File: src/design/jac_pkg.sv
`timescale 1ns / 1ps
// ----------------------------------------------------------------------------
// jac_pkg
// Shared types and constants of the joystick axis conditioner.
// ----------------------------------------------------------------------------
package jac_pkg;

    localparam int SAMPLE_W = 12;
    localparam int ADC_BITS = 12;
    localparam int ADC_MAX  = (1 << ADC_BITS) - 1;
    localparam int OUT_SPAN = 100;
    localparam int POS_W    = 8;
    localparam int STATUS_W = 2;
    localparam int DB_W     = 7;
    // largest |sample difference| * OUT_SPAN
    localparam int NUM_W    = $clog2(((1 << SAMPLE_W) - 1) * OUT_SPAN + 1);
    localparam int QUEUE_DEPTH = 2;

    localparam logic [1:0] JOB_RUN     = 2'd0;
    localparam logic [1:0] JOB_UNCAL   = 2'd1;
    localparam logic [1:0] JOB_BAD_ADC = 2'd2;

    localparam logic [STATUS_W-1:0] ST_OK    = 2'd0;
    localparam logic [STATUS_W-1:0] ST_UNCAL = 2'd1;
    localparam logic [STATUS_W-1:0] ST_RANGE = 2'd2;

    typedef struct packed {
        logic [SAMPLE_W-1:0] x_low;
        logic [SAMPLE_W-1:0] x_high;
        logic [SAMPLE_W-1:0] x_mid;
        logic [SAMPLE_W-1:0] y_low;
        logic [SAMPLE_W-1:0] y_high;
        logic [SAMPLE_W-1:0] y_mid;
        logic [DB_W-1:0]     dead_band;
        logic                cal_done;
    } t_cfg;

    typedef struct packed {
        logic                bad;
        logic                zero_half;
        logic                low_half;
        logic                num_neg;
        logic [NUM_W-1:0]    num_mag;
        logic [SAMPLE_W-1:0] den;
    } t_axis_job;

    typedef struct packed {
        logic [1:0] kind;
        t_axis_job  x;
        t_axis_job  y;
    } t_job;

endpackage

File: src/design/joystick_axis_conditioner.sv
`timescale 1ns / 1ps
// ----------------------------------------------------------------------------
// joystick_axis_conditioner
// Maps raw X/Y joystick ADC samples to smoothed, dead-zoned -100..+100 values.
// ----------------------------------------------------------------------------
// Each input beat carries one X and one Y sample and yields one output beat.
// For a calibrated item the piecewise-linear mapping runs through a radix-2
// divider per axis, one quotient bit per cycle over 19 bits, followed by the
// ring average (a reciprocal multiply) and the dead zone. Items arriving while
// the block is not calibrated skip these steps. A two-entry job queue sits
// between the input stage and the arithmetic, and the output beat is held in
// a register, so the input keeps accepting while a result waits, until the
// queue fills. Configuration writes (index 0..7: x_low, x_high, x_mid, y_low,
// y_high, y_mid, dead_band, cal_done) belong in idle periods; each one
// restarts the smoothing so the next item fills the averaging ring. There is
// no clearing pass after reset.
// ----------------------------------------------------------------------------
module joystick_axis_conditioner #(
    parameter int AVG_DEPTH = 8
) (
    input  logic        i_clk,
    input  logic        i_rst_n,
    input  logic        i_cfg_we,
    input  logic [2:0]  i_cfg_addr,
    input  logic [11:0] i_cfg_wdata,
    input  logic        s_axis_tvalid,
    output logic        s_axis_tready,
    input  logic [23:0] s_axis_tdata,   // x_sample[11:0], y_sample[23:12]
    output logic        m_axis_tvalid,
    input  logic        m_axis_tready,
    output logic [23:0] m_axis_tdata    // x_pos[7:0], y_pos[15:8], status[17:16], zero
);

    localparam logic [2:0] REG_X_LOW     = 3'd0;
    localparam logic [2:0] REG_X_HIGH    = 3'd1;
    localparam logic [2:0] REG_X_MID     = 3'd2;
    localparam logic [2:0] REG_Y_LOW     = 3'd3;
    localparam logic [2:0] REG_Y_HIGH    = 3'd4;
    localparam logic [2:0] REG_Y_MID     = 3'd5;
    localparam logic [2:0] REG_DEAD_BAND = 3'd6;
    localparam logic [2:0] REG_CAL_DONE  = 3'd7;

    localparam int POS_W = jac_pkg::POS_W;
    localparam logic signed [POS_W-1:0] POS_LIM = POS_W'(jac_pkg::OUT_SPAN);

    jac_pkg::t_cfg r_cfg;
    jac_pkg::t_job front_job;
    jac_pkg::t_job back_job;
    logic          front_valid, front_ready;
    logic          back_valid, back_ready;
    logic signed [POS_W-1:0]      x_pos, y_pos;
    logic [jac_pkg::STATUS_W-1:0] status;

    always_ff @(posedge i_clk) begin
        if (!i_rst_n) begin
            r_cfg.x_low     <= 12'd0;
            r_cfg.x_high    <= 12'd4095;
            r_cfg.x_mid     <= 12'd2048;
            r_cfg.y_low     <= 12'd0;
            r_cfg.y_high    <= 12'd4095;
            r_cfg.y_mid     <= 12'd2048;
            r_cfg.dead_band <= 7'd5;
            r_cfg.cal_done  <= 1'b0;
        end else if (i_cfg_we) begin
            case (i_cfg_addr)
                REG_X_LOW:     r_cfg.x_low     <= i_cfg_wdata;
                REG_X_HIGH:    r_cfg.x_high    <= i_cfg_wdata;
                REG_X_MID:     r_cfg.x_mid     <= i_cfg_wdata;
                REG_Y_LOW:     r_cfg.y_low     <= i_cfg_wdata;
                REG_Y_HIGH:    r_cfg.y_high    <= i_cfg_wdata;
                REG_Y_MID:     r_cfg.y_mid     <= i_cfg_wdata;
                REG_DEAD_BAND: r_cfg.dead_band <= i_cfg_wdata[jac_pkg::DB_W-1:0];
                REG_CAL_DONE:  r_cfg.cal_done  <= i_cfg_wdata[0];
                default: begin
                end
            endcase
        end
    end

    jac_front u_front (
        .i_clk       (i_clk),
        .i_rst_n     (i_rst_n),
        .i_cfg       (r_cfg),
        .i_valid     (s_axis_tvalid),
        .o_ready     (s_axis_tready),
        .i_x_sample  (s_axis_tdata[11:0]),
        .i_y_sample  (s_axis_tdata[23:12]),
        .o_job_valid (front_valid),
        .i_job_ready (front_ready),
        .o_job       (front_job)
    );

    jac_queue u_queue (
        .i_clk        (i_clk),
        .i_rst_n      (i_rst_n),
        .i_push_valid (front_valid),
        .o_push_ready (front_ready),
        .i_push_data  (front_job),
        .o_pop_valid  (back_valid),
        .i_pop_ready  (back_ready),
        .o_pop_data   (back_job)
    );

    jac_back #(
        .AVG_DEPTH (AVG_DEPTH)
    ) u_back (
        .i_clk       (i_clk),
        .i_rst_n     (i_rst_n),
        .i_dead_band (r_cfg.dead_band),
        .i_cfg_we    (i_cfg_we),
        .i_job_valid (back_valid),
        .o_job_ready (back_ready),
        .i_job       (back_job),
        .o_valid     (m_axis_tvalid),
        .i_ready     (m_axis_tready),
        .o_x_pos     (x_pos),
        .o_y_pos     (y_pos),
        .o_status    (status)
    );

    assign m_axis_tdata = {6'd0, status, y_pos, x_pos};

    a_x_range: assert property (@(posedge i_clk) disable iff (!i_rst_n)
        m_axis_tvalid |-> (x_pos <= POS_LIM && x_pos >= -POS_LIM))
        else $error("x_pos beyond span");

    a_y_range: assert property (@(posedge i_clk) disable iff (!i_rst_n)
        m_axis_tvalid |-> (y_pos <= POS_LIM && y_pos >= -POS_LIM))
        else $error("y_pos beyond span");

    a_status_code: assert property (@(posedge i_clk) disable iff (!i_rst_n)
        m_axis_tvalid |-> (status == jac_pkg::ST_OK || status == jac_pkg::ST_UNCAL
                           || status == jac_pkg::ST_RANGE))
        else $error("illegal status code");

    a_uncal_zero: assert property (@(posedge i_clk) disable iff (!i_rst_n)
        (m_axis_tvalid && status == jac_pkg::ST_UNCAL) |-> (x_pos == '0 && y_pos == '0))
        else $error("uncalibrated beat with nonzero position");

endmodule

File: src/design/jac_ram.sv
`timescale 1ns / 1ps
// ----------------------------------------------------------------------------
// jac_ram
// Generic single-write, single-read RAM with registered read data.
// ----------------------------------------------------------------------------
module jac_ram #(
    parameter int WIDTH = 16,
    parameter int DEPTH = 8,
    localparam int AW = (DEPTH > 1) ? $clog2(DEPTH) : 1
) (
    input  logic             i_clk,
    input  logic             i_we,
    input  logic [AW-1:0]    i_waddr,
    input  logic [WIDTH-1:0] i_wdata,
    input  logic             i_re,
    input  logic [AW-1:0]    i_raddr,
    output logic [WIDTH-1:0] o_rdata
);

    logic [WIDTH-1:0] r_mem [DEPTH];
    logic [WIDTH-1:0] r_rdata;

    always_ff @(posedge i_clk) begin
        if (i_we) begin
            r_mem[i_waddr] <= i_wdata;
        end
        if (i_re) begin
            r_rdata <= r_mem[i_raddr];
        end
    end

    assign o_rdata = r_rdata;

endmodule

File: src/design/jac_div.sv
`timescale 1ns / 1ps
// ----------------------------------------------------------------------------
// jac_div
// Radix-2 restoring divider, one quotient bit per cycle.
// ----------------------------------------------------------------------------
module jac_div (
    input  logic                         i_clk,
    input  logic                         i_rst_n,
    input  logic                         i_start,
    input  logic [jac_pkg::NUM_W-1:0]    i_dividend,
    input  logic [jac_pkg::SAMPLE_W-1:0] i_divisor,
    output logic                         o_busy,
    output logic [jac_pkg::NUM_W-1:0]    o_quotient
);

    localparam int NUM_W = jac_pkg::NUM_W;
    localparam int DEN_W = jac_pkg::SAMPLE_W;
    localparam int CNT_W = $clog2(NUM_W + 1);

    logic [DEN_W-1:0] r_rem, n_rem;
    logic [NUM_W-1:0] r_quo, n_quo;
    logic [DEN_W-1:0] r_den, n_den;
    logic [CNT_W-1:0] r_cnt, n_cnt;
    logic             r_busy, n_busy;
    logic [DEN_W:0]   shifted;
    logic [DEN_W:0]   trial;

    always_comb begin
        shifted = {r_rem, r_quo[NUM_W-1]};
        trial   = shifted - {1'b0, r_den};
        n_rem   = r_rem;
        n_quo   = r_quo;
        n_den   = r_den;
        n_cnt   = r_cnt;
        n_busy  = r_busy;
        if (i_start) begin
            n_rem  = '0;
            n_quo  = i_dividend;
            n_den  = i_divisor;
            n_cnt  = CNT_W'(NUM_W);
            n_busy = 1'b1;
        end else if (r_busy) begin
            if (shifted >= {1'b0, r_den}) begin
                n_rem = trial[DEN_W-1:0];
                n_quo = {r_quo[NUM_W-2:0], 1'b1};
            end else begin
                n_rem = shifted[DEN_W-1:0];
                n_quo = {r_quo[NUM_W-2:0], 1'b0};
            end
            n_cnt  = r_cnt - 1'b1;
            n_busy = (r_cnt != CNT_W'(1));
        end
    end

    always_ff @(posedge i_clk) begin
        if (!i_rst_n) begin
            r_busy <= 1'b0;
            r_cnt  <= '0;
        end else begin
            r_busy <= n_busy;
            r_cnt  <= n_cnt;
        end
    end

    always_ff @(posedge i_clk) begin
        r_rem <= n_rem;
        r_quo <= n_quo;
        r_den <= n_den;
    end

    assign o_busy     = r_busy;
    assign o_quotient = r_quo;

endmodule

File: src/design/jac_queue.sv
`timescale 1ns / 1ps
// ----------------------------------------------------------------------------
// jac_queue
// Short job queue between the classifying front end and the back end.
// ----------------------------------------------------------------------------
module jac_queue (
    input  logic          i_clk,
    input  logic          i_rst_n,
    input  logic          i_push_valid,
    output logic          o_push_ready,
    input  jac_pkg::t_job i_push_data,
    output logic          o_pop_valid,
    input  logic          i_pop_ready,
    output jac_pkg::t_job o_pop_data
);

    localparam int QD     = jac_pkg::QUEUE_DEPTH;
    localparam int QPTR_W = (QD > 1) ? $clog2(QD) : 1;
    localparam int QCNT_W = $clog2(QD + 1);

    jac_pkg::t_job     r_mem [QD];
    logic [QPTR_W-1:0] r_wr, n_wr;
    logic [QPTR_W-1:0] r_rd, n_rd;
    logic [QCNT_W-1:0] r_count, n_count;
    logic              push;
    logic              pop;

    assign o_push_ready = (r_count != QCNT_W'(QD));
    assign o_pop_valid  = (r_count != '0);
    assign o_pop_data   = r_mem[r_rd];
    assign push         = i_push_valid && o_push_ready;
    assign pop          = o_pop_valid && i_pop_ready;

    always_comb begin
        n_wr    = r_wr;
        n_rd    = r_rd;
        n_count = r_count;
        if (push) begin
            n_wr = (r_wr == QPTR_W'(QD - 1)) ? '0 : r_wr + 1'b1;
        end
        if (pop) begin
            n_rd = (r_rd == QPTR_W'(QD - 1)) ? '0 : r_rd + 1'b1;
        end
        if (push && !pop) begin
            n_count = r_count + 1'b1;
        end else if (pop && !push) begin
            n_count = r_count - 1'b1;
        end
    end

    always_ff @(posedge i_clk) begin
        if (!i_rst_n) begin
            r_wr    <= '0;
            r_rd    <= '0;
            r_count <= '0;
        end else begin
            r_wr    <= n_wr;
            r_rd    <= n_rd;
            r_count <= n_count;
        end
    end

    always_ff @(posedge i_clk) begin
        if (push) begin
            r_mem[r_wr] <= i_push_data;
        end
    end

endmodule

File: src/design/jac_front.sv
`timescale 1ns / 1ps
// ----------------------------------------------------------------------------
// jac_front
// Takes sample beats, classifies them and prepares the mapping division.
// ----------------------------------------------------------------------------
module jac_front (
    input  logic                         i_clk,
    input  logic                         i_rst_n,
    input  jac_pkg::t_cfg                i_cfg,
    input  logic                         i_valid,
    output logic                         o_ready,
    input  logic [jac_pkg::SAMPLE_W-1:0] i_x_sample,
    input  logic [jac_pkg::SAMPLE_W-1:0] i_y_sample,
    output logic                         o_job_valid,
    input  logic                         i_job_ready,
    output jac_pkg::t_job                o_job
);

    localparam int NUM_W = jac_pkg::NUM_W;
    localparam int SW    = jac_pkg::SAMPLE_W;
    localparam logic [NUM_W-1:0] SPAN_N = NUM_W'(jac_pkg::OUT_SPAN);

    function automatic jac_pkg::t_axis_job prep_axis(
        input logic [SW-1:0] raw,
        input logic [SW-1:0] lo,
        input logic [SW-1:0] hi,
        input logic [SW-1:0] mid
    );
        jac_pkg::t_axis_job j;
        logic [SW-1:0]      mid_c;
        logic [SW-1:0]      mag;
        j     = '0;
        j.bad = (hi <= lo);
        if (mid < lo) begin
            mid_c = lo;
        end else if (mid > hi) begin
            mid_c = hi;
        end else begin
            mid_c = mid;
        end
        if (raw >= mid_c) begin
            j.low_half  = 1'b0;
            j.zero_half = (hi == mid_c);
            j.num_neg   = 1'b0;
            mag         = raw - mid_c;
            j.den       = hi - mid_c;
        end else begin
            j.low_half  = 1'b1;
            j.zero_half = (lo == mid_c);
            j.num_neg   = (raw < lo);
            mag         = (raw < lo) ? (lo - raw) : (raw - lo);
            j.den       = mid_c - lo;
        end
        j.num_mag = NUM_W'(mag) * SPAN_N;
        return j;
    endfunction

    jac_pkg::t_job r_job, n_job;
    logic          r_valid;
    logic          accept;

    assign o_ready     = !r_valid || i_job_ready;
    assign accept      = i_valid && o_ready;
    assign o_job_valid = r_valid;
    assign o_job       = r_job;

    always_comb begin
        n_job   = '0;
        n_job.x = prep_axis(i_x_sample, i_cfg.x_low, i_cfg.x_high, i_cfg.x_mid);
        n_job.y = prep_axis(i_y_sample, i_cfg.y_low, i_cfg.y_high, i_cfg.y_mid);
        if (!i_cfg.cal_done) begin
            n_job.kind = jac_pkg::JOB_UNCAL;
        end else if (int'(i_x_sample) > jac_pkg::ADC_MAX
                     || int'(i_y_sample) > jac_pkg::ADC_MAX) begin
            n_job.kind = jac_pkg::JOB_BAD_ADC;
        end else begin
            n_job.kind = jac_pkg::JOB_RUN;
        end
    end

    always_ff @(posedge i_clk) begin
        if (!i_rst_n) begin
            r_valid <= 1'b0;
        end else if (accept) begin
            r_valid <= 1'b1;
        end else if (i_job_ready) begin
            r_valid <= 1'b0;
        end
    end

    always_ff @(posedge i_clk) begin
        if (accept) begin
            r_job <= n_job;
        end
    end

endmodule

File: src/design/jac_back.sv
`timescale 1ns / 1ps
// ----------------------------------------------------------------------------
// jac_back
// Runs the mapping division, ring average and dead zone for one job.
// ----------------------------------------------------------------------------
module jac_back #(
    parameter int AVG_DEPTH = 8
) (
    input  logic                                i_clk,
    input  logic                                i_rst_n,
    input  logic [jac_pkg::DB_W-1:0]            i_dead_band,
    input  logic                                i_cfg_we,
    input  logic                                i_job_valid,
    output logic                                o_job_ready,
    input  jac_pkg::t_job                       i_job,
    output logic                                o_valid,
    input  logic                                i_ready,
    output logic signed [jac_pkg::POS_W-1:0]    o_x_pos,
    output logic signed [jac_pkg::POS_W-1:0]    o_y_pos,
    output logic [jac_pkg::STATUS_W-1:0]        o_status
);

    localparam int NUM_W    = jac_pkg::NUM_W;
    localparam int POS_W    = jac_pkg::POS_W;
    localparam int OUT_SPAN = jac_pkg::OUT_SPAN;
    localparam int PTR_W    = (AVG_DEPTH > 1) ? $clog2(AVG_DEPTH) : 1;
    localparam int CNT_W    = $clog2(AVG_DEPTH + 1);
    localparam int SUM_MAX  = OUT_SPAN * AVG_DEPTH;
    localparam int MAG_W    = $clog2(SUM_MAX + 1);
    localparam int SUM_W    = MAG_W + 1;
    localparam int SHIFT    = MAG_W + $clog2(AVG_DEPTH);
    localparam int RECIP    = ((1 << SHIFT) + AVG_DEPTH - 1) / AVG_DEPTH;
    localparam int RECIP_W  = SHIFT + 1;
    localparam int PROD_W   = MAG_W + RECIP_W;
    localparam int AVG_W    = $clog2(OUT_SPAN + 1);

    localparam logic signed [POS_W:0]   SPAN_S  = (POS_W + 1)'(OUT_SPAN);
    localparam logic signed [SUM_W-1:0] DEPTH_S = SUM_W'(AVG_DEPTH);
    localparam logic [PROD_W-1:0]       RECIP_V = PROD_W'(RECIP);

    localparam logic [2:0] S_IDLE = 3'd0;
    localparam logic [2:0] S_DIV  = 3'd1;
    localparam logic [2:0] S_SUM  = 3'd2;
    localparam logic [2:0] S_MUL  = 3'd3;
    localparam logic [2:0] S_FIN  = 3'd4;

    function automatic logic signed [POS_W-1:0] map_axis(
        input jac_pkg::t_axis_job j,
        input logic [NUM_W-1:0]   q
    );
        logic signed [POS_W:0] t;
        t = '0;
        if (j.bad || j.zero_half) begin
            t = '0;
        end else if (j.low_half) begin
            if (j.num_neg) begin
                t = -SPAN_S;
            end else if (q >= NUM_W'(2 * OUT_SPAN)) begin
                t = SPAN_S;
            end else begin
                t = $signed({1'b0, q[POS_W-1:0]}) - SPAN_S;
            end
        end else if (q >= NUM_W'(OUT_SPAN)) begin
            t = SPAN_S;
        end else begin
            t = $signed({1'b0, q[POS_W-1:0]});
        end
        return t[POS_W-1:0];
    endfunction

    function automatic logic signed [POS_W-1:0] dead_zone(
        input logic [AVG_W-1:0]         q,
        input logic                     neg,
        input logic [jac_pkg::DB_W-1:0] band
    );
        logic signed [POS_W-1:0] v;
        v = $signed(POS_W'(q));
        if (q < band) begin
            v = '0;
        end else if (neg) begin
            v = -v;
        end
        return v;
    endfunction

    logic [2:0]                 r_state, n_state;
    jac_pkg::t_job              r_job;
    logic signed [POS_W-1:0]    r_vx, r_vy;
    logic signed [SUM_W-1:0]    r_sum_x, r_sum_y, n_sum_x, n_sum_y;
    logic signed [POS_W-1:0]    r_prime_x, r_prime_y;
    logic [CNT_W-1:0]           r_fill, n_fill;
    logic [PTR_W-1:0]           r_pos;
    logic                       r_primed;
    logic [PROD_W-1:0]          r_prod_x, r_prod_y;
    logic                       r_neg_x, r_neg_y;
    logic                       r_out_valid;
    logic signed [POS_W-1:0]    r_x_pos, r_y_pos;
    logic [jac_pkg::STATUS_W-1:0] r_status;

    logic                       pop;
    logic                       div_start;
    logic                       busy_x, busy_y;
    logic [NUM_W-1:0]           quo_x, quo_y;
    logic [2*POS_W-1:0]         ram_rdata;
    logic                       ram_we;
    logic signed [POS_W-1:0]    old_x, old_y;
    logic signed [SUM_W-1:0]    ext_vx, ext_vy, ext_old_x, ext_old_y;
    logic [SUM_W-1:0]           abs_x, abs_y;
    logic [MAG_W-1:0]           mag_x, mag_y;
    logic [AVG_W-1:0]           avg_x, avg_y;
    logic                       out_free;
    logic                       load_out;
    logic signed [POS_W-1:0]    res_x, res_y;
    logic [jac_pkg::STATUS_W-1:0] res_status;

    assign o_job_ready = (r_state == S_IDLE);
    assign pop         = i_job_valid && o_job_ready;
    assign div_start   = pop && (i_job.kind == jac_pkg::JOB_RUN);
    assign ram_we      = (r_state == S_SUM);
    assign out_free    = !r_out_valid || i_ready;
    assign load_out    = (r_state == S_FIN) && out_free;

    jac_div u_div_x (
        .i_clk      (i_clk),
        .i_rst_n    (i_rst_n),
        .i_start    (div_start),
        .i_dividend (i_job.x.num_mag),
        .i_divisor  (i_job.x.den),
        .o_busy     (busy_x),
        .o_quotient (quo_x)
    );

    jac_div u_div_y (
        .i_clk      (i_clk),
        .i_rst_n    (i_rst_n),
        .i_start    (div_start),
        .i_dividend (i_job.y.num_mag),
        .i_divisor  (i_job.y.den),
        .o_busy     (busy_y),
        .o_quotient (quo_y)
    );

    jac_ram #(
        .WIDTH (2 * POS_W),
        .DEPTH (AVG_DEPTH)
    ) u_ring (
        .i_clk   (i_clk),
        .i_we    (ram_we),
        .i_waddr (r_pos),
        .i_wdata ({r_vy, r_vx}),
        .i_re    (div_start),
        .i_raddr (r_pos),
        .o_rdata (ram_rdata)
    );

    // ring entries not rewritten since priming are read as the prime value
    always_comb begin
        old_x     = (r_fill < CNT_W'(AVG_DEPTH)) ? r_prime_x : $signed(ram_rdata[POS_W-1:0]);
        old_y     = (r_fill < CNT_W'(AVG_DEPTH)) ? r_prime_y
                                                 : $signed(ram_rdata[2*POS_W-1:POS_W]);
        ext_vx    = SUM_W'(r_vx);
        ext_vy    = SUM_W'(r_vy);
        ext_old_x = SUM_W'(old_x);
        ext_old_y = SUM_W'(old_y);
        if (!r_primed) begin
            n_sum_x = ext_vx * DEPTH_S;
            n_sum_y = ext_vy * DEPTH_S;
            n_fill  = CNT_W'(1);
        end else begin
            n_sum_x = r_sum_x - ext_old_x + ext_vx;
            n_sum_y = r_sum_y - ext_old_y + ext_vy;
            n_fill  = (r_fill == CNT_W'(AVG_DEPTH)) ? r_fill : r_fill + 1'b1;
        end
    end

    always_comb begin
        abs_x = r_sum_x[SUM_W-1] ? SUM_W'(-r_sum_x) : SUM_W'(r_sum_x);
        abs_y = r_sum_y[SUM_W-1] ? SUM_W'(-r_sum_y) : SUM_W'(r_sum_y);
        mag_x = abs_x[MAG_W-1:0];
        mag_y = abs_y[MAG_W-1:0];
        avg_x = r_prod_x[SHIFT +: AVG_W];
        avg_y = r_prod_y[SHIFT +: AVG_W];
    end

    always_comb begin
        case (r_job.kind)
            jac_pkg::JOB_RUN: begin
                res_x      = dead_zone(avg_x, r_neg_x, i_dead_band);
                res_y      = dead_zone(avg_y, r_neg_y, i_dead_band);
                res_status = (r_job.x.bad || r_job.y.bad) ? jac_pkg::ST_RANGE
                                                          : jac_pkg::ST_OK;
            end
            jac_pkg::JOB_UNCAL: begin
                res_x      = '0;
                res_y      = '0;
                res_status = jac_pkg::ST_UNCAL;
            end
            default: begin
                res_x      = '0;
                res_y      = '0;
                res_status = jac_pkg::ST_RANGE;
            end
        endcase
    end

    always_comb begin
        n_state = r_state;
        case (r_state)
            S_IDLE: begin
                if (pop) begin
                    n_state = (i_job.kind == jac_pkg::JOB_RUN) ? S_DIV : S_FIN;
                end
            end
            S_DIV: begin
                if (!busy_x && !busy_y) begin
                    n_state = S_SUM;
                end
            end
            S_SUM: begin
                n_state = S_MUL;
            end
            S_MUL: begin
                n_state = S_FIN;
            end
            S_FIN: begin
                if (out_free) begin
                    n_state = S_IDLE;
                end
            end
            default: begin
                n_state = S_IDLE;
            end
        endcase
    end

    always_ff @(posedge i_clk) begin
        if (!i_rst_n) begin
            r_state     <= S_IDLE;
            r_fill      <= '0;
            r_pos       <= '0;
            r_primed    <= 1'b0;
            r_out_valid <= 1'b0;
        end else begin
            r_state <= n_state;
            if (r_state == S_SUM) begin
                r_fill   <= n_fill;
                r_pos    <= (r_pos == PTR_W'(AVG_DEPTH - 1)) ? '0 : r_pos + 1'b1;
                r_primed <= 1'b1;
            end
            if (i_cfg_we) begin
                r_primed <= 1'b0;
            end
            if (load_out) begin
                r_out_valid <= 1'b1;
            end else if (i_ready) begin
                r_out_valid <= 1'b0;
            end
        end
    end

    always_ff @(posedge i_clk) begin
        if (pop) begin
            r_job <= i_job;
        end
        if (r_state == S_DIV && !busy_x && !busy_y) begin
            r_vx <= map_axis(r_job.x, quo_x);
            r_vy <= map_axis(r_job.y, quo_y);
        end
        if (r_state == S_SUM) begin
            r_sum_x <= n_sum_x;
            r_sum_y <= n_sum_y;
            if (!r_primed) begin
                r_prime_x <= r_vx;
                r_prime_y <= r_vy;
            end
        end
        if (r_state == S_MUL) begin
            r_prod_x <= PROD_W'(mag_x) * RECIP_V;
            r_prod_y <= PROD_W'(mag_y) * RECIP_V;
            r_neg_x  <= r_sum_x[SUM_W-1];
            r_neg_y  <= r_sum_y[SUM_W-1];
        end
        if (load_out) begin
            r_x_pos  <= res_x;
            r_y_pos  <= res_y;
            r_status <= res_status;
        end
    end

    assign o_valid  = r_out_valid;
    assign o_x_pos  = r_x_pos;
    assign o_y_pos  = r_y_pos;
    assign o_status = r_status;

endmodule
File: config.mk
export PLATFORM = sky130hd
export DESIGN_NAME = joystick_axis_conditioner
export DESIGN_NICKNAME = d
export VERILOG_FILES = /design/src/design/jac_pkg.sv /design/src/design/joystick_axis_conditioner.sv /design/src/design/jac_ram.sv /design/src/design/jac_div.sv /design/src/design/jac_queue.sv /design/src/design/jac_front.sv /design/src/design/jac_back.sv
export SDC_FILE = /design/constraint.sdc
export NUM_CORES = 2
export LEC_CHECK = 0
export ABC_AREA = 0
export BUFFER_PORTS_ARGS = -buffer_cell sky130_fd_sc_hd__buf_2
export CAP_MARGIN = 20
export CORE_MARGIN = 4
export CORE_UTILIZATION = 64
export DETAILED_ROUTE_END_ITERATION = 12
export MAX_ROUTING_LAYER = met4
export PLACE_DENSITY = 0.81
export SLEW_MARGIN = 20
export SYNTH_ARGS = -nofsm -noshare
export SYNTH_HDL_FRONTEND = slang
export SYNTH_HIERARCHICAL = 1
export SYNTH_SLANG_ARGS = --single-unit
File: constraint.sdc
create_clock -name i_clk -period 8.9 [get_ports i_clk]
set_input_delay 1.335 -clock i_clk [delete_from_list [all_inputs] [get_ports i_clk]]
set_output_delay 1.335 -clock i_clk [all_outputs]
set_load 0.02 [all_outputs]
==> out/results.tsv <==
stage	metric	value	unit
clock_network	clock_latency	0.61	ns
worst_hold_path	hp-start	r_cfg[0]	
worst_setup_path	r2r_start	r_cfg[67]	
sta	finalCriticalPeriod	8.39	ns
outcome	status	completed	
power_and_ir_drop	p_per_area	245	nW/um^2
sta	max_freq	0.119	GHz
worst_hold_path	hold_end	u_front/o_job[70]	
routing	wl_per_cell	21.7	microns
die	rows	89	
logic_synthesis	synth_top_area_frac	0.403	
logic_synthesis	avgSynthCellArea	11.6	sq um
worst_setup_path	reg2regPathDepth	32	
sta	fin_crit_sh	0.943	
clock_network	ctsHoldBuffers	0	
die	initial_core_util	0.648	
placement	dp_hpwl	65200	microns
clock_network	clockRootBuffer	clkbuf_16	
worst_setup_path	critical_path.max_stage_delay	0.47	ns
power_and_ir_drop	netSwitchingFraction	0.326	
logic_synthesis	yosysMostFrequentCell	edfxtp_1	
logic_synthesis	ys_seq_area_frac	0.473	
die	io_pins	70	
power_and_ir_drop	netSwitchingPower	3.31	mW
worst_setup_path	critPathLaunchType	flip-flop	
die	die_area	63900	sq um
placement	numPortBuffers	63	
routing	remaining_drc_errors	0	
logic_synthesis	synth_edf_count	515	
layout	drive_gt1_frac	0.125	
sta	hold_viol	0	
worst_setup_path	crit_type	reg2reg	
routing	drt_iter0_markers	2429	
clock_network	cts_tree	yes	
worst_setup_path	cp_slowest_cell	a2111oi_1	
global_route	grt_antenna_before_repair	7	
layout	fillers	4145	
sta	slew_headroom	0.230	
global_route	grt_max_degree	92	
power_and_ir_drop	seqPwrFrac	0.403	
worst_setup_path	crit_path_frequent_cell	ha_1	
power_and_ir_drop	p_leak	16.8	nW
power_and_ir_drop	power.internal	6.85	mW
sta	finClkSkew	0.0271	ns
logic_synthesis	synth_common_cells	edfxtp_1 (515), ha_1 (342), inv_1 (302)	
worst_setup_path	crit_path_max_fanout	13	
layout	fin_nets	3786	
worst_setup_path	rrSetupSlack	0.51	ns
routing	via_per_inst	6.17	
clock_network	cts.path.max_buffers	3	
clock_network	numCtsBuffers	68	
clock_network	cts_setup_buffers	0	
power_and_ir_drop	power	10.2	mW
die	fp.dieH	253	microns
die	die_x	253	microns
logic_synthesis	async_flop_share	0	
power_and_ir_drop	clock_power_share	0.272	
worst_setup_path	worst_setup_path_end_kind	flip-flop	
logic_synthesis	postSynthCellCount	3299	
logic_synthesis	synth_area_leaders	edfxtp_1 (40%), ha_1 (11%), dfxtp_1 (7.0%)	
routing	ant_nets	0	
global_route	grt_pass1_vias	26000	
clock_network	clk_pin_slew	0.07	ns
routing	vias	25800	
clock_network	htreeDepth	3	
logic_synthesis	ys_seq_elements	649	
clock_network	cts_sinks	649	
placement	routabilityCongestion	0.954	
routing	dr.pass1.iters	5	
sta	setup_viol	0	
power_and_ir_drop	ir_worst_vdd	0.214	mV
power_and_ir_drop	comb_power_share	0.325	
worst_hold_path	hold_path_class	reg2reg	
sta	worst_pin_slew	1.15	ns
layout	syn_to_final_growth	8.23	%
flow_run	max-cap-violations	0	
logic_synthesis	yosysWarnings	6	
logic_synthesis	synth_area	38400	sq um
logic_synthesis	yosysUniqueCellTypes	106	
worst_setup_path	critPathRequiredTime	9.25	ns
die	core_area	59200	sq um
global_route	grtUsageTotal	0.290	
sta	whs	0.438	ns
global_route	overflow	0	
worst_setup_path	worstPathArrival	8.74	ns
sta	slew_viol_final	0	
logic_synthesis	yosysTopAreaCell	edfxtp_1	
logic_synthesis	ys.flop_type	edfxtp_1	
worst_setup_path	worstReg2RegEnd	u_front/o_job[65]	
global_route	grt_pass1_wl	142000	microns
worst_hold_path	holdPathStages	1	
routing	routed_wl	90800	microns
==> critical path: cells and delay by family, from the launching register on <==
kind                     cells  cell delay, ns
AO/OA/AOI/OAI               18            4.19
AND/OR/NAND/NOR              2            0.56
adder cells (fa/ha/maj)      7            2.31
multiplexers                 1            0.18
flip-flops                   1            0.41
buffers and inverters        2            0.17
XOR/XNOR                     2            0.31
==> how the worst max path moves through the flow <==
stage / start / endpoint / slack, ns / cells past startpoint
after floorplan: r_cfg[73] / u_front/o_job[65] / 0.88 / 35
after global placement: r_cfg[67] / u_front/o_job[65] / 0.62 / 31
after detailed placement: r_cfg[67] / u_front/o_job[65] / 0.29 / 32
after CTS: r_cfg[67] / u_front/o_job[65] / 0.16 / 32
after global routing: r_cfg[67] / u_front/o_job[65] / -0.03 / 32
final: r_cfg[67] / u_front/o_job[65] / 0.51 / 32
==> placed cells by master, fill, tap and decap left out, drive strengths merged, types with 40 or more instances in the layout <==
cell type,count
o21ai,124
nor2,197
a21oi,138
clkbuf,87
ha,342
a21o,76
fa,44
xnor2,99
dfxtp,134
nor3,59
mux2,152
nand2,210
buf,92
inv,306
mux2i,138
edfxtp,515
xor2,60
nand2b,40
nor2b,86
o21a,41
==> metrics by stage <==
step / cells / instance area, sq um / utilization / setup TNS [ns] / setup WS [ns]
after floorplan: 3308 / 38400 / - / 0 / 0.875
after global placement: 4057 / 39300 / 0.663 / 0 / 0.615
after detailed placement: 4057 / 39300 / 0.663 / 0 / 0.291
after CTS: 4180 / 41500 / 0.700 / 0 / 0.156
after global routing: 4186 / 41500 / 0.701 / -0.0295 / -0.0295
final: 4186 / 41500 / 0.701 / 0 / 0.507
==> metal layers <==
layer / vias to the layer above / part of all wire / GRT usage / wire length, microns
met4: 0 / 0.028 / 0.0920 / 2560
li1: 12100 / - / - / -
met2: 954 / 0.47 / 0.464 / 43000
met5: - / 0 / - / 0
met3: 180 / 0.076 / 0.0550 / 6940
met1: 12600 / 0.42 / 0.379 / 38300
==> cell type report <==
cell class                 count  area, sq um  share of cell area
tap                          773          967              0.0233
timing repair buffer          92          543              0.0131
sequential                   649        18100               0.437
clock inverter                36          377             0.00907
antenna                        4         10.0            0.000241
clock buffer                  87         1800              0.0434
multi-input combinational   2242        18500               0.447
inverter                     303         1140              0.0274
==> sequential cells by signal (all words and copies together) (netlist names), 12 cells and up, named ones only <==
name                       count
u_back/u_div_y/r_den          12
u_queue/r_mem                144
u_front/o_job                 67
u_back/u_div_y/o_quotient     19
r_cfg                         80
u_back/u_ring/r_mem          128
u_back/u_ring/o_rdata         16
u_back/u_div_x/r_den          12
u_back/u_div_x/o_quotient     19
u_back/u_div_y/r_rem          12
u_back/u_div_x/r_rem          12
==> cell families after synthesis <==
kind of cell             count (synthesis)  synth area share
AND/OR/NAND/NOR                        777             0.101
flip-flops                             649             0.473
multiplexers                           322             0.102
XOR/XNOR                               159            0.0363
AO/OA/AOI/OAI                          587             0.106
other                                    2          0.000196
adder cells (fa/ha/maj)                386             0.134
buffers and inverters                  417            0.0477
==> what timing repair did <==
item	in CTS	in global routing
resized for setup	0	5
hold endpoints to repair	0	0
setup endpoints to repair	0	4
==> power groups by stage <==
stage	Combinational [mW]	Sequential, mW	Clock [mW]
6_report	3.30	4.10	2.76
3_3_place_gp	3.08	4.12	0
4_1_cts	3.27	4.09	2.81
5_1_grt	3.65	4.13	2.95
3_5_place_dp	3.23	4.15	0
2_1_floorplan	2.50	4.08	0
Power figures use the tool's default switching activity.
